## src/rtl/fsps_pkg.sv

```systemverilog
// Shared constants, types and command codes for the substring position search.
package fsps_pkg;

  localparam int KEY_MAX = 16;
  localparam int IDX_W   = $clog2(KEY_MAX);
  localparam int LEN_W   = $clog2(KEY_MAX + 1);

  localparam int POS_W   = 16;
  localparam longint unsigned TEXT_MAX   = 64'd65535;
  localparam longint unsigned TEXT_LIMIT = (TEXT_MAX < 64'd65535) ? TEXT_MAX : 64'd65535;

  typedef logic [7:0] byte_t;
  typedef byte_t [KEY_MAX-1:0] lane_vec_t;

  typedef enum logic [1:0] {
    CMD_CLEAR = 2'd0,
    CMD_KEY   = 2'd1,
    CMD_TEXT  = 2'd2,
    CMD_END   = 2'd3
  } cmd_e;

  localparam logic [1:0] STATUS_OK       = 2'd0;
  localparam logic [1:0] STATUS_KEY_LONG = 2'd1;
  localparam logic [1:0] STATUS_TEXT_LONG = 2'd2;

endpackage

```

## src/rtl/first_substring_position_search_core.sv

```systemverilog
// Top level of the first substring position search core.
//
// One input channel carries commands (cmd_i, data_byte_i): clear and start,
// append a key byte, a text byte, or end of text. One output channel
// carries the answer to each end command: position_o (1-based start of the
// first match, 0 for none, 1 for an empty key) and status_o (first error
// since the last clear). Both channels transfer on valid high, stall low.
//
// Throughput is one command per cycle while the receiver does not stall a
// waiting result: each command is registered, then processed by a 16-lane
// parallel window compare that updates the search state. An end command
// passes from the input register into the result register, which offers it.
//
// When the receiver stalls a waiting result, a command held in the input
// register waits and in_stall_o rises; if the input register is empty, one
// further command can enter it meanwhile. Reset empties both registers and
// returns the search to the cleared state, as a clear command does.
module first_substring_position_search_core
  import fsps_pkg::*;
(
  input  logic             clk_i,
  input  logic             rst_ni,
  input  logic             in_valid_i,
  output logic             in_stall_o,
  input  logic [1:0]       cmd_i,
  input  logic [7:0]       data_byte_i,
  output logic             out_valid_o,
  input  logic             out_stall_i,
  output logic [POS_W-1:0] position_o,
  output logic [1:0]       status_o
);

  // input register
  logic  s1_valid_q, s1_valid_d;
  cmd_e  s1_cmd_q;
  byte_t s1_byte_q;

  // search state
  lane_vec_t        key_q;
  logic [LEN_W-1:0] key_len_q, key_len_d;
  lane_vec_t        win_q, win_d;
  logic [POS_W-1:0] text_cnt_q, text_cnt_d;
  logic [POS_W-1:0] match_pos_q, match_pos_d;
  logic             found_q, found_d;
  logic [1:0]       err_q, err_d;

  // result register
  logic             out_valid_q, out_valid_d;
  logic [POS_W-1:0] pos_q, pos_d;
  logic [1:0]       status_q, status_d;

  logic      out_free, s1_fire, in_take, key_wr;
  lane_vec_t win_shift;
  logic [POS_W-1:0] cnt_inc;
  logic      win_match;

  assign out_free   = !out_valid_q || !out_stall_i;
  assign s1_fire    = s1_valid_q && out_free;
  assign in_stall_o = s1_valid_q && !out_free;
  assign in_take    = in_valid_i && !in_stall_o;

  assign win_shift = {s1_byte_q, win_q[KEY_MAX-1:1]};
  assign cnt_inc   = text_cnt_q + POS_W'(1);

  fsps_window_match u_match (
    .key_i     (key_q),
    .win_i     (win_shift),
    .key_len_i (key_len_q),
    .match_o   (win_match)
  );

  always_comb begin
    if (in_take) begin
      s1_valid_d = 1'b1;
    end else if (s1_fire) begin
      s1_valid_d = 1'b0;
    end else begin
      s1_valid_d = s1_valid_q;
    end
  end

  always_comb begin
    key_len_d   = key_len_q;
    win_d       = win_q;
    text_cnt_d  = text_cnt_q;
    match_pos_d = match_pos_q;
    found_d     = found_q;
    err_d       = err_q;
    key_wr      = 1'b0;
    if (s1_fire) begin
      unique case (s1_cmd_q)
        CMD_CLEAR: begin
          key_len_d   = '0;
          win_d       = '0;
          text_cnt_d  = '0;
          match_pos_d = '0;
          found_d     = 1'b0;
          err_d       = STATUS_OK;
        end
        CMD_KEY: begin
          if (key_len_q < LEN_W'(KEY_MAX)) begin
            key_wr    = 1'b1;
            key_len_d = key_len_q + LEN_W'(1);
          end else if (err_q == STATUS_OK) begin
            err_d = STATUS_KEY_LONG;
          end
        end
        CMD_TEXT: begin
          if (text_cnt_q >= POS_W'(TEXT_LIMIT)) begin
            if (err_q == STATUS_OK) begin
              err_d = STATUS_TEXT_LONG;
            end
          end else begin
            text_cnt_d = cnt_inc;
            win_d      = win_shift;
            if (!found_q && (key_len_q != '0) &&
                (cnt_inc >= POS_W'(key_len_q)) && win_match) begin
              found_d     = 1'b1;
              match_pos_d = cnt_inc - POS_W'(key_len_q) + POS_W'(1);
            end
          end
        end
        CMD_END: begin
        end
        default: begin
        end
      endcase
    end
  end

  always_comb begin
    out_valid_d = out_valid_q;
    pos_d       = pos_q;
    status_d    = status_q;
    if (s1_fire && (s1_cmd_q == CMD_END)) begin
      out_valid_d = 1'b1;
      status_d    = err_q;
      if (key_len_q == '0) begin
        pos_d = POS_W'(1);
      end else if (found_q) begin
        pos_d = match_pos_q;
      end else begin
        pos_d = '0;
      end
    end else if (out_valid_q && !out_stall_i) begin
      out_valid_d = 1'b0;
    end
  end

  always_ff @(posedge clk_i or negedge rst_ni) begin
    if (!rst_ni) begin
      s1_valid_q  <= 1'b0;
      out_valid_q <= 1'b0;
      key_len_q   <= '0;
      win_q       <= '0;
      text_cnt_q  <= '0;
      match_pos_q <= '0;
      found_q     <= 1'b0;
      err_q       <= STATUS_OK;
    end else begin
      s1_valid_q  <= s1_valid_d;
      out_valid_q <= out_valid_d;
      key_len_q   <= key_len_d;
      win_q       <= win_d;
      text_cnt_q  <= text_cnt_d;
      match_pos_q <= match_pos_d;
      found_q     <= found_d;
      err_q       <= err_d;
    end
  end

  // payload registers, no reset
  always_ff @(posedge clk_i) begin
    if (in_take) begin
      s1_cmd_q  <= cmd_e'(cmd_i);
      s1_byte_q <= data_byte_i;
    end
    if (key_wr) begin
      key_q[key_len_q[IDX_W-1:0]] <= s1_byte_q;
    end
    pos_q    <= pos_d;
    status_q <= status_d;
  end

  assign out_valid_o = out_valid_q;
  assign position_o  = pos_q;
  assign status_o    = status_q;

endmodule

```

## src/rtl/fsps_window_match.sv

```systemverilog
// Parallel compare of the key against the tail of the text window.
module fsps_window_match
  import fsps_pkg::*;
(
  input  lane_vec_t        key_i,
  input  lane_vec_t        win_i,
  input  logic [LEN_W-1:0] key_len_i,
  output logic             match_o
);

  logic [KEY_MAX-1:0] lane_ok;

  // lane i checks key byte i against window byte KEY_MAX - key_len + i
  always_comb begin
    logic [LEN_W-1:0] idx;
    for (int i = 0; i < KEY_MAX; i++) begin
      idx = LEN_W'(KEY_MAX) - key_len_i + LEN_W'(i);
      if (LEN_W'(i) < key_len_i) begin
        lane_ok[i] = (win_i[idx[IDX_W-1:0]] == key_i[i]);
      end else begin
        lane_ok[i] = 1'b1;
      end
    end
  end

  assign match_o = &lane_ok;

endmodule
```

## config.mk

```make
export PLATFORM = sky130hd
export DESIGN_NAME = first_substring_position_search_core
export DESIGN_NICKNAME = d
export VERILOG_FILES = /design/src/rtl/fsps_pkg.sv /design/src/rtl/first_substring_position_search_core.sv /design/src/rtl/fsps_window_match.sv
export SDC_FILE = /design/constraint.sdc
export NUM_CORES = 1
export LEC_CHECK = 0
export BUFFER_PORTS_ARGS = -buffer_cell sky130_fd_sc_hd__buf_4
export CAP_MARGIN = 25
export CORE_MARGIN = 2
export CORE_UTILIZATION = 50
export CTS_BUF_LIST = sky130_fd_sc_hd__clkbuf_4
export CTS_CLUSTER_SIZE = 24
export DETAILED_ROUTE_END_ITERATION = 10
export PLACE_DENSITY_LB_ADDON = 0.3
export SYNTH_ARGS = -nofsm -noshare
export SYNTH_HDL_FRONTEND = slang
export SYNTH_SLANG_ARGS = --single-unit
export TNS_END_PERCENT = 5
```

## constraint.sdc

```tcl
create_clock -name clk_i -period 7.9 [get_ports clk_i]
set_clock_uncertainty 0.2 [all_clocks]
set_input_delay 1.58 -clock clk_i [delete_from_list [all_inputs] [get_ports clk_i]]
set_output_delay 1.58 -clock clk_i [all_outputs]
set_load 0.02 [all_outputs]
```

== After elaboration in Yosys (flattened, before gate mapping) ==
Cells that the tools add are included.
Word-level totals
  latch bits: 0
  input bits: 14
  ROM bits: 0
  memories kept: 0
  logic and storage cells: 233
  register bits after elaboration: 318
  bits in writable memories: 0
Cells by class
  eq/ne operators: 26
  divide/modulo/power cells: 0
  shift operators: 0
  bitwise logic cells: 1
  multiplexer cells: 76
  reductions and logical operators: 30
  $lt $le $gt $ge: 37
  multiply operators: 0
  add/subtract/negate cells: 20
Operators with widths (count)
  8-bit binary-select mux with 4-bit select: 16
  128-bit one-hot mux with 2 select lines: 1
  8-bit 2-to-1 mux: 17
  128-bit bitwise mux: 1
  8-bit == test: 16
  128-bit 2-to-1 mux: 1
  4-bit by 5-bit less-than comparator with 1-bit output (second input constant): 17
  16-bit one-hot mux with 2 select lines: 2
  16-bit 2-to-1 mux: 3
  4-bit by 5-bit less-than comparator with 1-bit output (first input constant): 8
  16-bit by 1-bit adder with 16-bit output (second input constant): 2
  4-bit adder (second input constant): 8
  8-bit demux with 4-bit select: 1
  1-bit 2-to-1 mux: 26
  3-bit by 5-bit less-than comparator with 1-bit output (first input constant): 4
  4-bit by 3-bit adder with 4-bit output (second input constant): 4
  16-bit greater-or-equal comparator (second input constant): 1
  16-bit by 5-bit greater-or-equal comparator with 1-bit output: 1
  16-bit AND reduction: 1
  16-bit by 5-bit subtractor with 16-bit output: 1
  2-bit inequality test (second input constant): 7
  1-bit by 5-bit less-than comparator with 1-bit output (first input constant): 2
  2-bit by 5-bit less-than comparator with 1-bit output (first input constant): 2
  5-bit one-hot mux with 2 select lines: 1
  other kinds (25): 47

== Depth between registers and ports, before layout ==
Gate-level depths: netlist of the first run.
  word-level depth: 11
  mapped depth: 24
  depth with buffers taken out: 19

== Cells and area by module ==
Synthesis of the first run repeated with hierarchy kept, for this count alone.
Unflattened totals
  cell total of the unflattened synthesis: 1573
  area total of the unflattened synthesis: 20980.1 um^2
By module, submodules not included
  first_substring_position_search_core: sequential area each 8738.4 um^2, times used 1, area each 12087.8 um^2, cells an instance 793
  fsps_window_match: sequential area each 0.0 um^2, times used 1, area each 8892.3 um^2, cells an instance 780

== Worst setup path after synthesis of the first run ==
Ideal clock, no wire load.
  path type: register to register
  start: register key_len_q[0]
  end: register match_pos_q[15]
  clock period less this slack: 6.199 ns
  cell stages (with the launch flop): 24
  path slack: 1.701 ns
  required time: 7.578 ns
  data arrival time: 5.877 ns
  buffers on the path: 7
  cell sequence: dfrtp_1 buf_6 inv_2 buf_4 buf_4 buf_1 ha_1 xor2_2 inv_2 clkbuf_1 ha_1 mux2i_1 xnor2_2 buf_6 mux2i_1 xnor2_1 or3_1 a211oi_1 nand4_1 a21oi_1 nand4b_1 or3_4 buf_6 a32o_1
Between the ends
  word-level cells in the longest chain between the ends: 10
  elaborated cells between the ends (all ways): 109
  classes of those cells: 18 x add/sub; 17 x order compare; 17 x eq/ne; 51 x mux; 6 x reduce/logical
RTL lines
  start, declared: line first_substring_position_search_core.sv:40  | logic [LEN_W-1:0] key_len_q, key_len_d;
  start signal, assigned: line first_substring_position_search_core.sv:163  | key_len_q <= key_len_d;
  1-bit by 4-bit subtractor with 4-bit output: line fsps_window_match.sv:17  | idx = LEN_W'(KEY_MAX) - key_len_i + LEN_W'(i);
  4-bit by 1-bit adder with 4-bit output (tied with other cells): line fsps_window_match.sv:17
  8-bit binary-select mux with 4-bit select: line fsps_window_match.sv:19  | lane_ok[i] = (win_i[idx[IDX_W-1:0]] == key_i[i]);
  8-bit 2-to-1 mux (implied by the code): line fsps_window_match.sv:19
  8-bit == test: line fsps_window_match.sv:19
  1-bit 2-to-1 mux: line fsps_window_match.sv:18  | if (LEN_W'(i) < key_len_i) begin
  16-bit AND reduction: line fsps_window_match.sv:26  | assign match_o = &lane_ok;
  1-bit logical AND: line first_substring_position_search_core.sv:117  | (cnt_inc >= POS_W'(key_len_q)) && win_match) begin
  2-bit inequality test (no line)
  4-bit AND reduction (no line)
  end signal, assigned: line first_substring_position_search_core.sv:166  | match_pos_q <= match_pos_d;
  end, declared: line first_substring_position_search_core.sv:43  | logic [POS_W-1:0] match_pos_q, match_pos_d;
Several ways; a longest one is shown, not always the timed one. The select of a mux whose other input is x is not followed.
A chain may end at the register's enable or synchronous reset.

== Worst setup path in the final report of the first run ==
  start: register key_len_q[2]
  end: register match_pos_q[1]
Between the ends
  word-level cells in the longest chain between the ends: 10
  elaborated cells between the ends (all ways): 104
  classes of those cells: 16 x add/sub; 17 x order compare; 17 x eq/ne; 48 x mux; 6 x reduce/logical
RTL lines (line)
  1-bit by 4-bit subtractor with 4-bit output: fsps_window_match.sv:17
  4-bit by 1-bit adder with 4-bit output (tied with other cells): fsps_window_match.sv:17
  8-bit binary-select mux with 4-bit select: fsps_window_match.sv:19
  8-bit 2-to-1 mux (implied by the code): fsps_window_match.sv:19
  8-bit == test: fsps_window_match.sv:19
  1-bit 2-to-1 mux: fsps_window_match.sv:18
  16-bit AND reduction: fsps_window_match.sv:26
  1-bit logical AND *: first_substring_position_search_core.sv:117
  2-bit inequality test (no line) *
  4-bit AND reduction (no line) *
Mark *: on every way between the ends. The rest lies on a longest branch, timed or not. The select of a mux whose other input is x is not followed.

==> results of run 1 <==
[stage by stage]
step                      utilization  total power (W)  setup slack, ps
after floorplan                     -          0.00409             1700
after detailed placement        0.520          0.00460             1510
after global placement          0.520          0.00454             1660
after global routing            0.549          0.00648             1330
final                           0.549          0.00617             1670
after CTS                       0.548          0.00618             1500
[where the power goes]
group | internal (W) | switching [W]
Clock | 0.000825 | 0.000749
Sequential | 0.00180 | 0.000108
Combinational | 0.00121 | 0.00148
Total | 0.00384 | 0.00234
[cell usage in the layout (no fill, tap or decap), types with 4 or more instances in the layout]
cell      Yosys  final
a211oi_1     13     13
a21o_1        6      6
a21oi_1      29     29
a22o_1        7      7
a31oi_1       8      8
a32o_1       13     13
and2_1        7      7
and3_1       36     36
buf_4        12     59
clkbuf_4      0    137
clkinv_1      2     22
dfrtp_1     162    160
edfxtp_1    156    156
ha_1         44     41
inv_1        35     35
mux2_2       38     38
mux2i_1     223    223
mux4_1        9      9
mux4_2      154    154
nand2_1     330    330
nand2b_1     10     10
nand3_1      16     16
nand4_1      27     27
nor2_1       30     30
nor2b_1      12     12
nor3_1        9      9
nor4_1       10     10
o21a_1        4      4
o21ai_0     151    151
o21bai_1      4      4
o31ai_1      11     11
or3_1         5      5
or4_1         6      6
xnor2_1     105    105
xor2_1       48     48
[area by class of cell]
cell class                 count  area [um2]
multi-input combinational   1403       12400
timing repair buffer          62         502
fill                        3698       19500
antenna                        3        7.51
clock inverter                29         154
inverter                      39         149
clock buffer                 137        1030
sequential                   318        8740
tap                          585         732
[flip-flops by register name (all words and copies together), names as in the netlist]
signal       cells
err_q            2
found_q          1
key_len_q        5
key_q          128
match_pos_q     16
out_valid_o      1
position_o      16
s1_byte_q        8
s1_cmd_q         2
s1_valid_q       1
status_o         2
text_cnt_q      16
win_q          120
[cells by family (layout without fill, tap and decap cells)]
family	Yosys count	count (layout)	share of synthesized area
AND/OR/NAND/NOR	509	509	0.105
AO/OA/AOI/OAI	263	263	0.0724
XOR/XNOR	160	160	0.0674
flip-flops	318	318	0.399
buffers and inverters	168	267	0.0370
other	0	3	0
adder cells (fa/ha/maj)	46	46	0.0270
multiplexers	425	425	0.292
[routing by layer]
metal	vias to the layer above	wire [um]
met2	744	27200
met5	-	17
met1	7945	25000
li1	7151	-
met3	134	5530
met4	2	2170
[final timing paths]
path	startpoint	slack [ps]	end
worst max-delay path	key_len_q[2]	1670	match_pos_q[1]
worst min-delay path	err_q[0]	290	status_o[0]
worst max register to register	key_len_q[2]	1670	match_pos_q[1]
worst min register to register	err_q[0]	290	status_o[0]
max in group asynchronous	rst_ni	5690	win_q[83]
min in group asynchronous	rst_ni	500	win_q[94]
==> summary.md, run 1 <==
| Metric | Value |
|---|---|
| WS Path Type | `reg2reg` |
| Top cells by instance count after synthesis | `330 x nand2_1, 223 x mux2i_1, 162 x dfrtp_1, 156 x edfxtp_1, 154 x mux4_2` |
| DRC Markers | `0` |
| Synthesized area | `0.0219 mm2` |
| Global-route wire length before repair | `slightly above 90,000 um` |
| Status | `finished, final reports clean` |
| VDD IR max | `around 350 uV` |
| Final max-slew violation count | `0` |
| Post-synth net total | `slightly below 2k` |
| Post-route minimum period | `slightly above 6000 ps` |
| Seq cells post-synth | `318` |
| Rows | `76` |
| Clk_lat worst skew | `roughly 860 ps` |
| Number of synthesis warnings | `0` |
| Avg Cell Area, Syn | `around 12 um2` |
| WL final | `roughly 60,000 um` |
| Hold buffers post-CTS | `0` |
| Worst-Margin Slew | `1000 ps` |
| I/O pins | `34` |
| Met3 usage | `0.0765` |
| GR peak layer | `met2` |
| Top cells by area, synth | `edfxtp_1 21%, dfrtp_1 19%, mux4_2 16%` |
| GRT overflow | `0` |
| Arrival time worst endpoint | `just under 7000 ps` |
| Gpl congestion | `around 1` |
| Share of the synthesized area in the top cell type | `0.214` |
| Register area share after synthesis | `0.399` |
| Post-synthesis cell type count | `66` |
| Drt pass-1 iters | `5` |
| Via Count | `between 15k and 20k` |
| Largest net degree at the start of global routing | `125` |
| Async S/R FF share, synth | `0.509` |
| Root buffer cell | `clkbuf_4` |
| P_leak | `between 9 and 10 nW` |
| Core area | `0.0432 mm2` |
| Crit-path max FO | `23` |
| Setup violators final | `0` |
| Total CTS buffers | `between 80 and 90` |
| Initial antenna violation count | `4` |
| Delay-heaviest family, CP | `simple AND/OR/NAND/NOR gates` |
| Most Frequent Cell on Critical Path | `buf_4` |
| PortBufs | `33` |
| H-tree depth reported by CTS | `3` |
| Clk buf depth | `3` |
| Number of nets in the layout | `roughly 2.0k` |
| Worst EP required | `8420 ps` |
| Count of cells resized by post-cts repair | `0` |
| Post-Syn Instances | `roughly 1.9k` |
| GR Util met1 | `0.369` |
| Placed insts | `roughly 2.4k` |
| Die Y | `between 200 and 250 um` |
| Final worst path period share | `0.788` |
| Area post-placement | `0.0225 mm2` |
| RSZ-0062 raised after global routing | `false` |
| Hold Worst Slack | `just under 300 ps` |
| CP Launch Type | `flop` |
| Worst path buffer plus inverter count | `3` |
| TritonCTS clock tree | `done` |
| Most frequent cell after synthesis | `nand2_1` |
| CTS Sinks | `318` |
| Initial Util | `0.507` |
| Number of max-cap violations | `0` |
| Stages on the worst setup path | `14` |
| Via density | `6.20` |
| Met2 usage | `0.412` |
| Worst Setup End Kind | `flop` |
| Slowest stage cell, crit path | `dfrtp_2` |
| Non-filler cells, final | `about 2.6k` |
| Hold Crit Depth | `0` |
| Layout cells sized above 1 | `0.213` |
| Largest stage delay on the critical path | `roughly 830 ps` |
| Crit path cell chain | `clkinv_1 -> buf_4 -> ha_2 -> buf_4 -> mux4_2 -> mux2_2 -> o21ai_0 -> xnor2_1 -> nor4_1 -> a31oi_1 -> a21oi_1 -> nand4b_1 -> or3_4 -> a32o_1` |
| # Post-CTS Setup Buffers | `0` |
| Synth area leader | `edfxtp_1` |
| Worst r2r path cells | `14` |
| Die area | `between 0.04 and 0.05 mm2` |
| WL/cell | `23.2 um` |
| Vias in the first global route | `15.4k` |
| Hold Fails Final Rpt | `0` |
| Pwr/cell area | `261 mW/mm2` |
| Initial DRC count | `1,595` |
| Fin area | `between 0.02 and 0.025 mm2` |
| Final HPWL DP | `about 42,000 um` |
| Routed Antenna Nets | `0` |
| GRT Overall Usage | `0.271` |
| Final setup TNS | `0 ps` |
| Area grow syn2layout | `8.21%` |
| FMAX | `roughly 0.16 GHz` |
| Clock-pin transition on the worst setup and hold timing paths | `70 ps` |
| Max_slew headroom | `0.325` |
| Die Wd | `between 200 and 250 um` |
| Count of flip-flops with a built-in enable after synthesis | `around 160` |
| Worst hold path class | `reg2reg` |
| Prevailing post-synth register cell | `dfrtp_1` |
No activity file was read; power rests on OpenSTA's default activity.
==> run 2: changes to the inputs <==
Settings changed: ABC_AREA set to 1.
Clock period 7.9 ns to 5.76 ns, I/O delays scaled along.
==> summary.md, run 2 <==
| Metric | Value |
|---|---|
| Clock group share of total power | `0.234 (-0.021)` |
| Clk buf depth | `3 (unchanged)` |
| Largest stage delay on the critical path | `690 ps (-140 ps)` |
| WL met1 | `31,300 um (+25%)` |
| Async S/R FF share, synth | `0.509 (unchanged)` |
| Post-synth net total | `3,239 (+66%)` |
| Overall power consumption | `0.0103 W (+66%)` |
| Count of flip-flops with a built-in enable after synthesis | `156 (unchanged)` |
| Sequential Power Share | `0.255 (-0.055)` |
| Routed Antenna Nets | `0 (unchanged)` |
| Initial DRC count | `2,441 (+53%)` |
| Synthesized area | `0.0218 mm2 (-0.38%)` |
| Crit path cell chain | `inv_4 -> buf_4 -> nand3_2 -> nand2_4 -> inv_2 -> buf_4 -> nand2_1 -> nand2_1 -> inv_2 -> nand3_1 -> nand2_1 -> nand2_1 -> a21oi_1 -> nand2_1 -> nor2_1 -> nand2_1 -> nand2_1 -> nand3_1 -> nor2_2 -> nand4_1 -> nand2_1` |
| Die Y | `213 um (-0.19%)` |
| Layout cells sized above 1 | `0.0799 (-0.133)` |
| Setup violators final | `0 (unchanged)` |
| Number of synthesis warnings | `0 (unchanged)` |
| Hold Worst Slack | `277 ps (-11.8 ps)` |
| Drt pass-1 iters | `7 (+2)` |
| PortBufs | `33 (unchanged)` |
| GRT overflow | `0 (unchanged)` |
| CTS Sinks | `318 (unchanged)` |
| Max_slew headroom | `0.292 (-0.0329)` |
| H-tree depth reported by CTS | `3 (unchanged)` |
| Post-Syn Instances | `3,179 (+68%)` |
| Via density | `5.72 (-7.8%)` |
| Setup WS pre-CTS | `601 ps (-909 ps)` |
| Area grow syn2layout | `9.48%` |
| Clk_lat worst skew | `880 ps (+20 ps)` |
| Status | `finished, final reports clean` |
| Worst path buffer plus inverter count | `5 (+2)` |
| Die area | `0.0453 mm2 (-0.37%)` |
| Worst reg2reg startpoint | `key_len_q[0]` |
| Total CTS buffers | `92 (+3.4%)` |
| # Post-CTS Setup Buffers | `0 (unchanged)` |
| Prevailing post-synth register cell | `dfrtp_1` |
| Arrival time worst endpoint | `5840 ps (-900 ps)` |
| FMAX | `0.189 GHz (+18%)` |
| Via Count | `22.2k (+39%)` |
| Avg Cell Area, Syn | `6.86 um2 (-41%)` |
| Hold Fails Final Rpt | `0 (unchanged)` |
| Psw | `0.00500 W (+110%)` |
| VDD IR max | `406 uV (+15%)` |
| Number of max-cap violations | `0 (unchanged)` |
| Slowest stage cell, crit path | `dfrtp_4` |
| Top cells by area, synth | `nand2_1 22%, edfxtp_1 21%, dfrtp_1 19%` |
| Initial antenna violation count | `3 (-1)` |
| WL/cell | `20.4 um (-12%)` |
| Net Sw Frac | `0.487 (+0.109)` |
| CP Launch Type | `flop` |
| Pwr/cell area | `430 mW/mm2 (+65%)` |
| Most Frequent Cell on Critical Path | `nand2_1` |
| P_leak | `11.6 nW (+28%)` |
| Comb power frac | `0.511 (+0.076)` |
| Metal3 WL | `7580 um (+37%)` |
| Synth area leader | `nand2_1` |
| GRT Overall Usage | `0.354 (+0.0830)` |
| Most frequent cells in the layout | `1,303 x nand2_1, 535 x nand3_1, 302 x inv_1, 161 x dfrtp_1, 156 x edfxtp_1` |
| Root buffer cell | `clkbuf_4` |
| Worst hold path class | `reg2reg` |
| Area of the multi-input gates | `0.0112 mm2 (-9.5%)` |
| Internal power | `0.00526 W (+37%)` |
| DRC Markers | `0 (unchanged)` |
| Register area share after synthesis | `0.401 (+0.00151)` |
| I/O pins | `34 (unchanged)` |
| WL final | `79,300 um (+32%)` |
| Fin worst setup slack | `482 ps (-1190 ps)` |
| Crit-path max FO | `45 (+96%)` |
| Core area | `0.0431 mm2 (-0.22%)` |
| Final setup TNS | `0 ps (unchanged)` |
| Most frequent cell after synthesis | `nand2_1` |
| Number of nets in the layout | `3,274 (+66%)` |
| TritonCTS clock tree | `done` |
| Top cells by instance count after synthesis | `1,304 x nand2_1, 535 x nand3_1, 302 x inv_1, 162 x dfrtp_1, 156 x edfxtp_1` |
| Global-route wire length before repair | `119,000 um (+29%)` |
| Worst-Margin Slew | `1060 ps (+57.5 ps)` |
| Setup crit start | `key_len_q[0]` |
| WS Path Type | `reg2reg` |
| Share of the synthesized area in the top cell type | `0.224 (+0.0104)` |
| Largest net degree at the start of global routing | `131 (+4.8%)` |
| Largest register FFs | `128 (unchanged)` |
| Vias in the first global route | `20.6k (+34%)` |
| Rows | `76 (unchanged)` |
| Hold_sp | `match_pos_q[7]` |
| Worst EP required | `6330 ps (-2090 ps)` |
| Gpl congestion | `1.00 (-0.95%)` |
| Max Used Layer | `met5` |
| Post-synthesis cell type count | `41 (-38%)` |
| Seq cells post-synth | `318 (unchanged)` |
| Delay-heaviest family, CP | `simple AND/OR/NAND/NOR gates` |
| # fillers | `4,265 (+15%)` |
| Die Wd | `213 um (-0.19%)` |
| Final max-slew violation count | `0 (unchanged)` |
| Initial Util | `0.506 (-0.000798)` |
| RSZ-0062 raised after global routing | `false` |
| Final HPWL DP | `58,300 um (+39%)` |
| Post-route minimum period | `5280 ps (-948 ps)` |
| Met2 WL post-DR | `34,400 um (+27%)` |
| Worst Setup End Kind | `flop` |
| Commonest non-fill, non-tap cell in the layout | `nand2_1` |
| Final worst path period share | `0.916 (+0.128)` |
| Register area | `0.00874 mm2 (about the same)` |
| Clock-pin transition on the worst setup and hold timing paths | `70 ps (about the same)` |
[run 2: layer usage]
metal	vias up	track usage
met5	-	0
met4	2	0.241
met3	225	0.0819
met2	1091	0.539
met1	10300	0.448
li1	10500	-
[run 2: final timing paths]
kind                                        to  slack (ps)  cells after the start
worst min-delay path            match_pos_q[7]         280                      2
min in group asynchronous       text_cnt_q[15]         450                      2
worst max register to register  match_pos_q[7]         480                     21
worst max-delay path            match_pos_q[7]         480                     21
max in group asynchronous            win_q[32]        3700                      4
worst min register to register  match_pos_q[7]         280                      2
[run 2: power groups by stage]
stage | registers [W] | logic, W | clock network (W)
finish | 0.00262 | 0.00525 | 0.00240
global route | 0.00263 | 0.00579 | 0.00255
CTS | 0.00261 | 0.00514 | 0.00243
detailed placement | 0.00265 | 0.00512 | 0
global placement | 0.00265 | 0.00505 | 0
floorplan | 0.00261 | 0.00378 | 0
[run 2: tightest hold or removal path, stage by stage (launching register included)]
cell     delay, ps
dfrtp_1        340
nand2_1         50
nand2_1         50
[run 2: cells by family (layout without fill, tap and decap cells)]
kind of cell,after synthesis,count (layout),synth area share
compound gates,261,261,0.0690
simple gates,2068,2068,0.404
buf+inv,457,570,0.0871
xor+xnor,29,29,0.0116
fa+ha+maj,46,46,0.0271
other cells,0,3,0
flops,318,318,0.401
[run 2: area by class of cell]
type	count	area share
Clock inverter	47	0.0151
Sequential cell	318	0.366
Clock buffer	125	0.0393
Multi-Input combinational cell	2404	0.469
Tap cell	585	0.0307
Inverter	314	0.0496
Antenna cell	3	0.000314
Timing Repair Buffer	84	0.0301
[run 2: metrics by stage]
stage / util / std cells / cell area [um2]
3_5_place_dp: 0.522 / 3699 / 22500
4_1_cts: 0.552 / 3871 / 23800
3_3_place_gp: 0.522 / 3695 / 22500
6_report: 0.554 / 3880 / 23900
5_1_grt: 0.554 / 3878 / 23900
2_1_floorplan: - / 3179 / 21800
[run 2: what timing repair did]
| item | CTS | global route |
|---|---|---|
| resized for setup | 0 | 0 |
| endpoints found under the setup margin | 0 | 0 |
| endpoints found under the hold margin | 0 | 5 |
| hold buffers | 0 | 1 |
==> run 3: changes to the inputs <==
Settings changed: GPL_TIMING_DRIVEN set to 0.
==> summary.md, run 3 (synthesis results as in run 2) <==
| Metric | Value |
|---|---|
| Status | `finished, final reports clean` |
| H-tree depth reported by CTS | `3 (unchanged)` |
| Largest stage delay on the critical path | `470 ps (-220 ps)` |
| PortBufs | `33 (unchanged)` |
| Layout cells sized above 1 | `0.0932 (+0.0133)` |
| Worst EP required | `6340 ps (about the same)` |
| Worst reg2reg startpoint | `key_len_q[0]` |
| Hold Fails Final Rpt | `0 (unchanged)` |
| Die Wd | `213 um (unchanged)` |
| I/O pins | `34 (unchanged)` |
| Initial Util | `0.506 (unchanged)` |
| Commonest non-fill, non-tap cell in the layout | `nand2_1` |
| Gpl congestion | `1.14 (+13%)` |
| Root buffer cell | `clkbuf_4` |
| Area grow syn2layout | `11.2%` |
| Routed Antenna Nets | `0 (unchanged)` |
| Clk_lat worst skew | `900 ps (+20 ps)` |
| Final max-slew violation count | `0 (unchanged)` |
| GRT Overall Usage | `0.434 (+0.0794)` |
| WS Path Type | `reg2reg` |
| Crit-path max FO | `21 (-53%)` |
| FMAX | `0.181 GHz (-4.6%)` |
| Fin area | `0.0242 mm2 (+1.6%)` |
| Final HPWL DP | `76,000 um (+30%)` |
| Hold buffers post-CTS | `0 (unchanged)` |
| Clock-pin transition on the worst setup and hold timing paths | `70 ps (about the same)` |
| P_leak | `11.9 nW (+2.2%)` |
| WL/cell | `24.5 um (+20%)` |
| Largest register FFs | `128 (unchanged)` |
| Die area | `0.0453 mm2 (unchanged)` |
| Setup violators final | `0 (unchanged)` |
| CTS Sinks | `318 (unchanged)` |
| Die Y | `213 um (unchanged)` |
| Slowest stage cell, crit path | `dfrtp_2` |
| Post-route minimum period | `5530 ps (+255 ps)` |
| Number of nets in the layout | `3,380 (+3.2%)` |
| VDD IR max | `259 uV (-36%)` |
| Setup crit start | `key_len_q[0]` |
| Number of max-cap violations | `0 (unchanged)` |
| Vias in the first global route | `22.0k (+6.7%)` |
| Hold Worst Slack | `44.7 ps (-232 ps)` |
| Pwr/cell area | `441 mW/mm2 (+2.6%)` |
| Overall power consumption | `0.0107 W (+4.2%)` |
| Drt pass-1 iters | `7 (unchanged)` |
| Worst Setup End Kind | `flop` |
| Most Frequent Cell on Critical Path | `nand2_1` |
| GRT overflow | `0 (unchanged)` |
| Worst-Margin Slew | `1200 ps (+141 ps)` |
| RSZ-0062 raised after global routing | `false` |
| Final worst path period share | `0.961 (+0.0443)` |
| CP Launch Type | `flop` |
| TritonCTS clock tree | `done` |
| Via density | `5.94 (+4.0%)` |
| Core area | `0.0431 mm2 (unchanged)` |
| Worst hold path class | `in2async` |
| Initial DRC count | `2,909 (+19%)` |
| Initial antenna violation count | `6 (+3)` |
| Final setup TNS | `0 ps (unchanged)` |
| Total CTS buffers | `87 (-5.4%)` |
| Max_slew headroom | `0.191 (-0.102)` |
| DRC Markers | `0 (unchanged)` |
| Arrival time worst endpoint | `6120 ps (+280 ps)` |
| Largest net degree at the start of global routing | `91 (-31%)` |
| Area post-placement | `0.0230 mm2 (+2.2%)` |
| Global-route wire length before repair | `140,000 um (+18%)` |
| WL final | `97,400 um (+23%)` |
| Via Count | `23.6k (+6.5%)` |
| Clk buf depth | `3 (unchanged)` |
| Most frequent cells in the layout | `1,304 x nand2_1, 535 x nand3_1, 302 x inv_1, 161 x dfrtp_1, 156 x edfxtp_1` |
| # fillers | `4,178 (-2.0%)` |
| Final Util | `0.563 (+0.00871)` |
| Rows | `76 (unchanged)` |
## run 3: cell types whose count changed in the layout (fill, tap and decap cells not counted), sizes merged
| cell | delta |
|---|---|
| bufinv | -3 |
| clkinv | -7 |
| dlygate4sd3 | -1 |
| inv | +3 |
| diode | -2 |
| clkbuf | +43 |
| buf | +64 |
| clkinvlp | -1 |
## run 3: final cells by class
class	instances	area, um2	share of cell area
antenna	1	2.50	0.000103
clock buffer	120	901	0.0371
sequential	318	8740	0.360
tap	585	732	0.0302
buffer	141	714	0.0295
multi-input combinational	2404	11200	0.461
timing repair buffer	54	524	0.0216
inverter	314	1180	0.0487
clock inverter	39	265	0.0109
## run 3: through the flow
step                      setup WS [ps]  instances
after global placement             98.8       3797
final                               227       3976
after floorplan                    1770       3179
after CTS                          12.8       3972
after detailed placement           41.5       3813
after global routing               77.5       3976
## run 3: where the power goes
part           switching, W  internal (W)
Sequential         0.000108       0.00250
Combinational       0.00426       0.00163
Clock               0.00108       0.00112
## run 3: final timing paths
check,endpoint,depth (start not counted),slack (ps)
max,match_pos_q[13],29,230
min,text_cnt_q[7],1,40
min reg2reg,match_pos_q[10],2,280
max in group asynchronous,win_q[77],2,4460
max reg2reg,match_pos_q[13],29,230
min in group clk_i,match_pos_q[10],2,280
## run 3: repair_timing
action / in CTS / in global routing
setup buffers: 0 / 0
setup endpoints to repair: 0 / 17
gates resized for setup: 0 / 9
## run 3: worst max-delay path: cells and delay by family (launching register included)
| family | cells | cell delay, ps |
|---|---|---|
| adders and majority gates | 2 | 540 |
| buffers and inverters | 9 | 1790 |
| DFF | 1 | 470 |
| and+or+nand+nor | 18 | 2390 |
## run 3: per-layer routing
metal / share of wire / global-route usage / wire, um / vias up
met4: 0.084 / 0.322 / 8230 / 6
met3: 0.12 / 0.133 / 11400 / 311
met2: 0.41 / 0.624 / 40000 / 1517
met1: 0.39 / 0.548 / 37600 / 11000
met5: 0.00051 / 0 / 50 / -
li1: - / - / - / 10800
